[config.mk]
export PLATFORM = sky130hd
export DESIGN_NAME = mtlpm_ctrl
export DESIGN_NICKNAME = d
export VERILOG_FILES = /design/src/multibit_trie_lpm_top_assert.svh /design/src/mtlpm_pkg.sv /design/src/mtlpm_ctrl.sv
export SDC_FILE = /design/constraint.sdc
export NUM_CORES = 1
export LEC_CHECK = 0
export ABC_AREA = 1
export ABC_CLOCK_PERIOD_IN_PS = 2100
export BUFFER_PORTS_ARGS = -buffer_cell sky130_fd_sc_hd__buf_2
export CAP_MARGIN = 0
export CORE_ASPECT_RATIO = 1.2
export CORE_UTILIZATION = 50
export DETAILED_ROUTE_END_ITERATION = 8
export PLACE_DENSITY = 0.81
export SYNTH_ARGS = -nofsm -noshare
export SYNTH_HDL_FRONTEND = slang
export SYNTH_SLANG_ARGS = --single-unit
export TNS_END_PERCENT = 1
[constraint.sdc]
create_clock -name i_clk -period 2.1 [get_ports i_clk]
set_input_delay 0.42 -clock i_clk [delete_from_list [all_inputs] [get_ports i_clk]]
set_output_delay 0.42 -clock i_clk [all_outputs]
set_load 0.02 [all_outputs]
[src/multibit_trie_lpm_top_assert.svh]
// Assertion helpers for the trie lookup block.
// Both sample on i_clk and are off while i_rst_n is low.
`ifndef MULTIBIT_TRIE_LPM_TOP_ASSERT_SVH
`define MULTIBIT_TRIE_LPM_TOP_ASSERT_SVH

// Same-cycle implication.
`define MTLPM_ASSERT_NOW(lbl, ante, cons, msg) \
    lbl: assert property (@(posedge i_clk) disable iff (!i_rst_n) (ante) |-> (cons)) \
        else $error(msg);

// Next-cycle implication.
`define MTLPM_ASSERT_NEXT(lbl, ante, cons, msg) \
    lbl: assert property (@(posedge i_clk) disable iff (!i_rst_n) (ante) |=> (cons)) \
        else $error(msg);

`endif

[src/mtlpm_pkg.sv]
`default_nettype none
package mtlpm_pkg;

    localparam int KEY_W    = 32;
    localparam int LEN_W    = 6;
    localparam int HOPP_W   = 16;
    localparam int POS_W    = 7;
    localparam int NEED_W   = 10;

    localparam logic [1:0] ST_OK   = 2'd0;
    localparam logic [1:0] ST_LEN  = 2'd1;
    localparam logic [1:0] ST_POOL = 2'd2;

    // Datapath operations issued by the controller
    typedef enum logic [3:0] {
        OP_NONE,
        OP_LOAD,
        OP_CNT_EVAL,
        OP_EXP_START,
        OP_APL_START,
        OP_APL_EVAL,
        OP_NODE_CUR,
        OP_INFO_EVAL,
        OP_LK_INFO,
        OP_LK_CHILD,
        OP_ST_LEN,
        OP_ST_POOL,
        OP_OUT
    } t_op;

    typedef struct packed {
        t_op op;
    } t_cmd;

    typedef struct packed {
        logic clr_done;
        logic func;
        logic len_bad;
        logic len_zero;
        logic full;
        logic rem;
        logic exp;
        logic present;
        logic exp_last;
        logic child_zero;
        logic fits;
        logic lk_end;
        logic out_busy;
    } t_stat;

endpackage
`default_nettype wire

[src/mtlpm_ctrl.sv]
`default_nettype none
module mtlpm_ctrl (
    input  wire logic            i_clk,
    input  wire logic            i_rst_n,
    input  wire logic            i_in_valid,
    output logic                 o_in_stall,
    input  wire mtlpm_pkg::t_stat i_stat,
    output mtlpm_pkg::t_cmd      o_cmd
);

    typedef enum logic [15:0] {
        S_IDLE  = 16'h0001,
        S_CHECK = 16'h0002,
        S_CDEC  = 16'h0004,
        S_CRD   = 16'h0008,
        S_CEV   = 16'h0010,
        S_CHK2  = 16'h0020,
        S_ADEC  = 16'h0040,
        S_ARD   = 16'h0080,
        S_AEV   = 16'h0100,
        S_IRD   = 16'h0200,
        S_IEV   = 16'h0400,
        S_LIRD  = 16'h0800,
        S_LIEV  = 16'h1000,
        S_LCRD  = 16'h2000,
        S_LCEV  = 16'h4000,
        S_DONE  = 16'h8000
    } t_state;

    t_state r_state, n_state;

    assign o_in_stall = !((r_state == S_IDLE) && i_stat.clr_done);

    // Next state and operation
    always_comb begin
        n_state  = r_state;
        o_cmd.op = mtlpm_pkg::OP_NONE;
        unique case (r_state)
            S_IDLE: begin
                if (i_in_valid && i_stat.clr_done) begin
                    o_cmd.op = mtlpm_pkg::OP_LOAD;
                    n_state  = S_CHECK;
                end
            end
            S_CHECK: begin
                if (i_stat.func) begin
                    n_state = S_LIRD;
                end else if (i_stat.len_bad) begin
                    o_cmd.op = mtlpm_pkg::OP_ST_LEN;
                    n_state  = S_DONE;
                end else if (i_stat.len_zero) begin
                    n_state = S_IRD;
                end else begin
                    n_state = S_CDEC;
                end
            end
            S_CDEC: begin
                if (i_stat.full) begin
                    n_state = S_CRD;
                end else if (i_stat.rem && !i_stat.exp) begin
                    o_cmd.op = mtlpm_pkg::OP_EXP_START;
                    n_state  = i_stat.present ? S_CRD : S_CHK2;
                end else begin
                    n_state = S_CHK2;
                end
            end
            S_CRD: n_state = S_CEV;
            S_CEV: begin
                o_cmd.op = mtlpm_pkg::OP_CNT_EVAL;
                if (i_stat.exp) n_state = i_stat.exp_last ? S_CHK2 : S_CRD;
                else            n_state = S_CDEC;
            end
            S_CHK2: begin
                if (i_stat.fits) begin
                    o_cmd.op = mtlpm_pkg::OP_APL_START;
                    n_state  = S_ADEC;
                end else begin
                    o_cmd.op = mtlpm_pkg::OP_ST_POOL;
                    n_state  = S_DONE;
                end
            end
            S_ADEC: begin
                if (i_stat.full) begin
                    n_state = S_ARD;
                end else if (i_stat.rem && !i_stat.exp) begin
                    o_cmd.op = mtlpm_pkg::OP_EXP_START;
                    n_state  = S_ARD;
                end else begin
                    o_cmd.op = mtlpm_pkg::OP_NODE_CUR;
                    n_state  = S_IRD;
                end
            end
            S_ARD: n_state = S_AEV;
            S_AEV: begin
                o_cmd.op = mtlpm_pkg::OP_APL_EVAL;
                n_state  = i_stat.exp ? S_IRD : S_ADEC;
            end
            S_IRD: n_state = S_IEV;
            S_IEV: begin
                o_cmd.op = mtlpm_pkg::OP_INFO_EVAL;
                n_state  = (i_stat.exp && !i_stat.exp_last) ? S_ARD : S_DONE;
            end
            S_LIRD: n_state = S_LIEV;
            S_LIEV: begin
                o_cmd.op = mtlpm_pkg::OP_LK_INFO;
                n_state  = i_stat.lk_end ? S_DONE : S_LCRD;
            end
            S_LCRD: n_state = S_LCEV;
            S_LCEV: begin
                o_cmd.op = mtlpm_pkg::OP_LK_CHILD;
                n_state  = i_stat.child_zero ? S_DONE : S_LIRD;
            end
            S_DONE: begin
                if (!i_stat.out_busy) begin
                    o_cmd.op = mtlpm_pkg::OP_OUT;
                    n_state  = S_IDLE;
                end
            end
            default: n_state = S_IDLE;
        endcase
    end

    always_ff @(posedge i_clk) begin
        if (!i_rst_n) r_state <= S_IDLE;
        else          r_state <= n_state;
    end

endmodule
`default_nettype wire

==> results of run 1 <==
power by group through the flow:
stage          combinational [W]  sequential, W  clock, W
2_1_floorplan          0.0000567       0.000316         0
3_3_place_gp           0.0000862       0.000316         0
3_5_place_dp           0.0000852       0.000316         0
4_1_cts                0.0000913       0.000309  0.000214
5_1_grt                 0.000114       0.000309  0.000219
6_report                0.000104       0.000309  0.000209
logic make-up after synthesis:
kind of cell / Yosys count / synth area share (%)
simple gates: 134 / 53.78
buf+inv: 33 / 11.82
flops: 16 / 27.26
compound gates: 15 / 7.135
worst max-delay path, stage by stage (launching register included):
cell and delay (ns):
dfxtp_4 0.36, nor2_4 0.14, nand2_4 0.07, buf_4 0.15, nor3_2 0.16, nand3_1 0.09, nor2_1 0.12, inv_1 0.08
nand4_1 0.08, buf_4 0.15
synthesized netlist by cell type:
cell,n,area share (%)
nor2_1,45,14
nand4_1,3,1.6
o21ai_1,2,0.85
nand3_1,18,7.7
o21a_1,1,0.64
nor2_4,7,6.7
a21oi_1,7,3.0
clkbuf_1,1,0.32
or2_1,1,0.53
nand2_2,4,2.1
dfxtp_1,16,27
nand2_4,2,1.9
o211ai_1,1,0.64
clkinv_1,1,0.32
nand2_1,45,14
o21ai_0,3,1.3
nor2_2,4,2.1
buf_6,2,1.9
inv_1,24,7.7
nand3b_1,1,0.64
inv_2,5,1.6
nor3_1,4,1.7
o221ai_1,1,0.75
worst max-delay path by stage:
stage                             startpoint       end  slack (ns)  depth (start not counted)
floorplan            r_state[8]$_SDFFE_PN0P_  o_cmd[3]        0.44                          8
global placement     r_state[8]$_SDFFE_PN0P_  o_cmd[3]        0.24                          8
CTS                 r_state[14]$_SDFFE_PN0P_  o_cmd[0]       -0.02                          9
finish               r_state[9]$_SDFFE_PN0P_  o_cmd[3]       -0.02                          9
detailed placement  r_state[12]$_SDFFE_PN0P_  o_cmd[3]        0.22                          8
global route         r_state[9]$_SDFFE_PN0P_  o_cmd[3]        -0.1                          9
stage by stage:
step	instances	TNS (ns)	util, %	area [µm²]
final	259	-0.01823	69.30	1483
after global routing	259	-0.3130	69.30	1483
after global placement	246	0	60.47	1294
after floorplan	198	0	-	1175
after detailed placement	246	0	60.47	1294
after CTS	253	-0.01677	63.92	1368
area by class of cell:
type                            instances  share of cell area [%]
Timing Repair Buffer                   30                   13.00
Multi-Input combinational cell        149                   52.41
Inverter                               30                   7.595
Clock buffer                            4                   2.447
Sequential cell                        16                   22.03
Tap cell                               30                   2.532
metal layers:
metal	vias up	GRT usage (%)	wire length (µm)
li1	675	-	-
met1	580	31.81	1231
met2	67	38.03	1420
met3	9	0.9740	220
met4	0	16.18	100
met5	-	0	0
timing repair:
action                                  CTS  global route
resized for setup                         6            20
pin swaps                                 3             6
endpoints found under the setup margin    4             4
setup buffers                             3             6
==> run_results.csv, run 1 <==
group,metric,value,unit
critical_path,cp_max_fo,5,
clock_network,cts_buffers,3,
timing,max_freq,472.1,MHz
power,p_leak,0.7684,nW
power,swShare,27.67,%
clock_network,cts.sinks,16,
critical_path,worst_ep_required_time,1.68,ns
route,drc_errors,0,
critical_path,reg2reg_depth,9,
timing,worstMarginPinSlew,0.4221,ns
finish,n_fill_cell,173,
timing,setup_violations,2,
global_route,track_usage,24.17,%
timing,setup_ws,-0.01810,ns
yosys,ys_warn_count,0,
timing,min_period,2.118,ns
route,viasPerCell,5.139,
critical_path,r2r-end,"r_state[0]$_SDFFE_PN1P_",
yosys,synth.net_count,214,
clock_network,clk_pin_slew,0.09,ns
critical_path,reg2reg_from,"r_state[0]$_SDFFE_PN1P_",
global_route,grt_first_pass_wirelength,4.319,mm
critical_path,crit_type,"register to output pin",
clock_network,cts_root_buffer,"clkbuf_4",
finish,ff_latch_area,326.6,µm²
timing,finalHoldViolCount,0,
critical_path,arrival,1.70,ns
floorplanning,start_util,54.91,%
yosys,synth_cell_types,23,
placement,post-place-ws,0.2162,ns
power,power_frac_clock,33.6,%
yosys,ys_seq_elements,16,
route,ant_nets,0,
route,initialDrtViolationCount,72,
route,drt-wirelength-per-cell,11.47,µm
route,vias,1331,
floorplanning,ioPinCount,21,
outcome,violations,"setup timing",
outcome,status,"finished with violations",
placement,hpwl,2.054,mm
finish,regMostFlops,"r_state",
critical_path,start_kind,"register",
global_route,gr-total-overflow,0,
route,drt_wl_total,2.972,mm
global_route,antenna_found_initial,0,
power,power_frac_comb,16.7,%
finish,final_nets,246,
clock_network,clockBufferDepth,2,
power,p_int,0.0004497,W
finish,n_antenna_cell,0,
yosys,synth_area_per_cell,5.934,µm²
yosys,syn_area,0.001175,mm²
timing,rsz0062_at_grt,"yes",
power,p_per_area,419.3,mW/mm²
global_route,grt_pass1_vias,1071,
power,p_switching,0.0001720,W
clock_network,cts_tree,"built",
finish,syn_to_final_growth,26.20,%
critical_path,end_kind,"output pin",
finish,top_regs,"r_state (16)",
critical_path,rrSetupSlack,0.57,ns
global_route,grt_max_degree,13,
finish,final_cell_mix,"42 x nand2_1, 41 x nor2_1, 24 x inv_1, 18 x nand3_1, 16 x buf_2",
placement,io_buffers,20,
power,power.total,0.0006218,W
floorplanning,fp-row-count,18,
finish,largest_reg_flops,16,
timing,drv_slew,0,
finish,multi_input_area,777.0,µm²
clock_network,h-tree-depth,1,
power,vdd_ir_drop_max,0.3859,mV
min_path,hp-class,"primary input to register",
min_path,hold_end,"r_state[13]$_SDFFE_PN0P_",
clock_network,cts_hold_buf,0,
yosys,synthCells,198,
placement,gp_congestion,0.8769,
timing,relSlewSlack,71.83,%
clock_network,clk_latency,0.30,ns
finish,drive_gt1_share,29.69,%
floorplanning,fp.dieH,55.10,µm
min_path,hold_start,"i_stat[1]",
floorplanning,die_area,0.002548,mm²
floorplanning,die_w,46.25,µm
power,pwr-share-seq,49.7,%
timing,min_period_over_period,100.9,%
flow_run,maxCapViolations,0,
min_path,min_path_cells,2,
finish,final_common_cell,"nand2_1",
yosys,seq_area_frac_synth,27.26,%
timing,skew,0.005785,ns
route,drtPass1Iterations,4,
timing,whs,0.2899,ns
floorplanning,fp.coreArea,0.002140,mm²
Power figures use the tool's default switching activity.
==> inputs of run 2 (changes only) <==
- CORE_UTILIZATION: 50 -> 30
- PLACE_DENSITY: 0.81 -> 0.56
- SETUP_SLACK_MARGIN: unset -> 0.5
==> run 2 against run 1 <==
Against the previous run:
- the flow now finishes without violations
- power grew 5.2%
- clock skew shrank 0.0034 ns
- sequential cell count is the same
- largest cell class unchanged
- highest routed layer unchanged
==> run_results.csv, run 2 (synthesis gave the netlist of run 1 again) <==
group,metric,value,unit
timing,drv_slew,0,
finish,regMostFlops,"r_state",
timing,min_period_over_period,94.82,%
clock_network,cts_tree,"built",
global_route,track_usage,17.09,%
placement,gp_congestion,0.8221,
global_route,grt_max_degree,13,
global_route,grt_pass1_vias,1290,
clock_network,cts_buffers,3,
timing,max_freq,502.2,MHz
timing,worstMarginPinSlew,0.4163,ns
floorplanning,die_area,0.004171,mm²
finish,final_common_cell,"nand2_1",
global_route,grt_first_pass_wirelength,5.395,mm
critical_path,critPathBufInv,2,
finish,largest_reg_flops,16,
critical_path,arrival,1.57,ns
route,drt_wl_total,3.248,mm
timing,min_period,1.991,ns
timing,setup_violations,0,
critical_path,crit_path_cell_trace,"nor2_4, nand2_4, nor2_4, buf_6, nand2_4, nor2_4, a21oi_2, nand4_1, buf_6",
min_path,hold_start,"i_stat[1]",
finish,final_cell_mix,"39 x nand2_1, 38 x nor2_1, 24 x inv_1, 17 x buf_4",
critical_path,cpMostUsedCell,"nor2_4",
critical_path,reg2reg_from,"r_state[4]$_SDFFE_PN0P_",
critical_path,worst_ep_required_time,1.68,ns
finish,top_regs,"r_state (16)",
route,vias,1338,
power,p_int,0.0004813,W
power,power_frac_comb,17.9,%
clock_network,cts.sinks,16,
route,initialDrtViolationCount,25,
floorplanning,fp-row-count,24,
placement,hpwl,2.463,mm
clock_network,clockBufferDepth,2,
global_route,gr-total-overflow,0,
finish,syn_to_final_growth,38.55,%
clock_network,clk_pin_slew,0.06,ns
placement,placed_cells,268,
critical_path,slowest_stage,"dfxtp_2",
critical_path,cp_max_fo,4,
finish,ff_latch_area,330.3,µm²
clock_network,clk_latency,0.25,ns
floorplanning,start_util,31.81,%
global_route,antenna_found_initial,0,
floorplanning,ioPinCount,21,
placement,place_area,0.001326,mm²
critical_path,critPathMaxStageDelay,0.33,ns
critical_path,startpoint,"r_state[8]$_SDFFE_PN0P_",
critical_path,crit_type,"register to output pin",
route,ant_nets,0,
clock_network,cts_root_buffer,"clkbuf_8",
finish,drive_gt1_share,37.45,%
timing,rsz0062_at_grt,"yes",
critical_path,cpLargestDelayFamily,"simple AND/OR/NAND/NOR gates",
route,viasPerCell,4.662,
flow_run,maxCapViolations,0,
finish,multi_input_area,825.8,µm²
finish,n_antenna_cell,0,
route,drt-wirelength-per-cell,11.32,µm
outcome,status,"complete, no violations",
route,drc_errors,0,
critical_path,end_kind,"output pin",
timing,final.setup.tns,0,ns
power,swShare,26.45,%
power,power_frac_clock,34.7,%
clock_network,cts_hold_buf,0,
power,p_switching,0.0001730,W
finish,final_nets,253,
floorplanning,fp.coreArea,0.003694,mm²
timing,relSlewSlack,72.22,%
power,vdd_ir_drop_max,0.2430,mV
min_path,hp-class,"primary input to register",
timing,skew,0.002407,ns
placement,io_buffers,20,
finish,stdcell_count,287,
clock_network,h-tree-depth,1,
floorplanning,fp.dieH,70.55,µm
finish,n_fill_cell,390,
critical_path,start_kind,"register",
floorplanning,die_w,59.13,µm
power,p_per_area,401.9,mW/mm²
timing,finalHoldViolCount,0,
power,pwr-share-seq,47.5,%
power,p_leak,0.8214,nW
finish,fin_area,0.001628,mm²
route,drtPass1Iterations,4,
## run 2: changes by cell type in the layout (fill, tap and decap cells not counted), moves of 2 or more
cell	change
dfxtp_1	-5
clkbuf_4	-3
nor2_1	-3
nand3_1	-2
nand2_4	+2
clkbuf_8	+2
dfxtp_2	+6
buf_4	+5
nor2_4	+2
buf_6	+2
nand3_2	+2
nand2_1	-3
## run 2: timing repair
item / in CTS / in global routing
resized for setup: 31 / 13
pin swaps: 9 / 11
hold endpoints to repair: 0 / 0
setup buffers: 13 / 3
setup endpoints to repair: 6 / 6
## run 2: per-layer routing
metal	GRT usage (%)	up-vias	share of wire, %
li1	-	695	-
met1	19.53	596	41
met2	30.18	34	51
met3	2.742	13	3.6
met4	8.201	0	3.7
met5	0	-	0
## run 2: worst paths after layout
check | depth (start not counted) | end | slack (ns)
setup / recovery | 9 | o_cmd[0] | 0.11
hold / removal | 2 | r_state[13]$_SDFFE_PN0P_ | 0.34
setup reg to reg | 10 | r_state[0]$_SDFFE_PN1P_ | 0.49
hold reg to reg | 4 | r_state[12]$_SDFFE_PN0P_ | 0.61
## run 2: power groups by stage
| stage | clock (W) | combinational (W) | sequential, W |
|---|---|---|---|
| 4_1_cts | 0.000229 | 0.000113 | 0.000310 |
| 3_3_place_gp | 0 | 0.0000894 | 0.000316 |
| 6_report | 0.000227 | 0.000117 | 0.000311 |
| 2_1_floorplan | 0 | 0.0000567 | 0.000316 |
| 3_5_place_dp | 0 | 0.0000885 | 0.000316 |
| 5_1_grt | 0.000247 | 0.000129 | 0.000311 |
## run 2: worst register-to-register path, cell delays in order, from the launching register on
cell	delay, ns
dfxtp_1	0.34
nor2_4	0.16
nand2_4	0.10
nor2_4	0.15
buf_4	0.14
buf_4	0.12
nand4_1	0.15
nand2_1	0.11
clkinv_1	0.05
nand3_1	0.08
nand3_1	0.08
## run 2: cell type report
class	instances	area share (%)
multi-input cells	149	50.73
flip-flops and latches	16	20.29
repair buffers	37	15.53
inverters	30	6.918
well taps	52	3.997
clock buffers	3	2.537
## run 2: metrics by stage
stage | setup WS (ns) | total power (W) | util [%] | hold slack, ns
floorplan | 0.4635 | 0.0003724 | - | 0.4980
global placement | 0.2003 | 0.0004053 | 35.91 | 0.6124
detailed placement | 0.1988 | 0.0004044 | 35.91 | 0.6083
CTS | 0.1479 | 0.0006521 | 42.38 | 0.3433
global route | 0.01582 | 0.0006865 | 44.07 | 0.3532
finish | 0.1087 | 0.0006543 | 44.07 | 0.3436
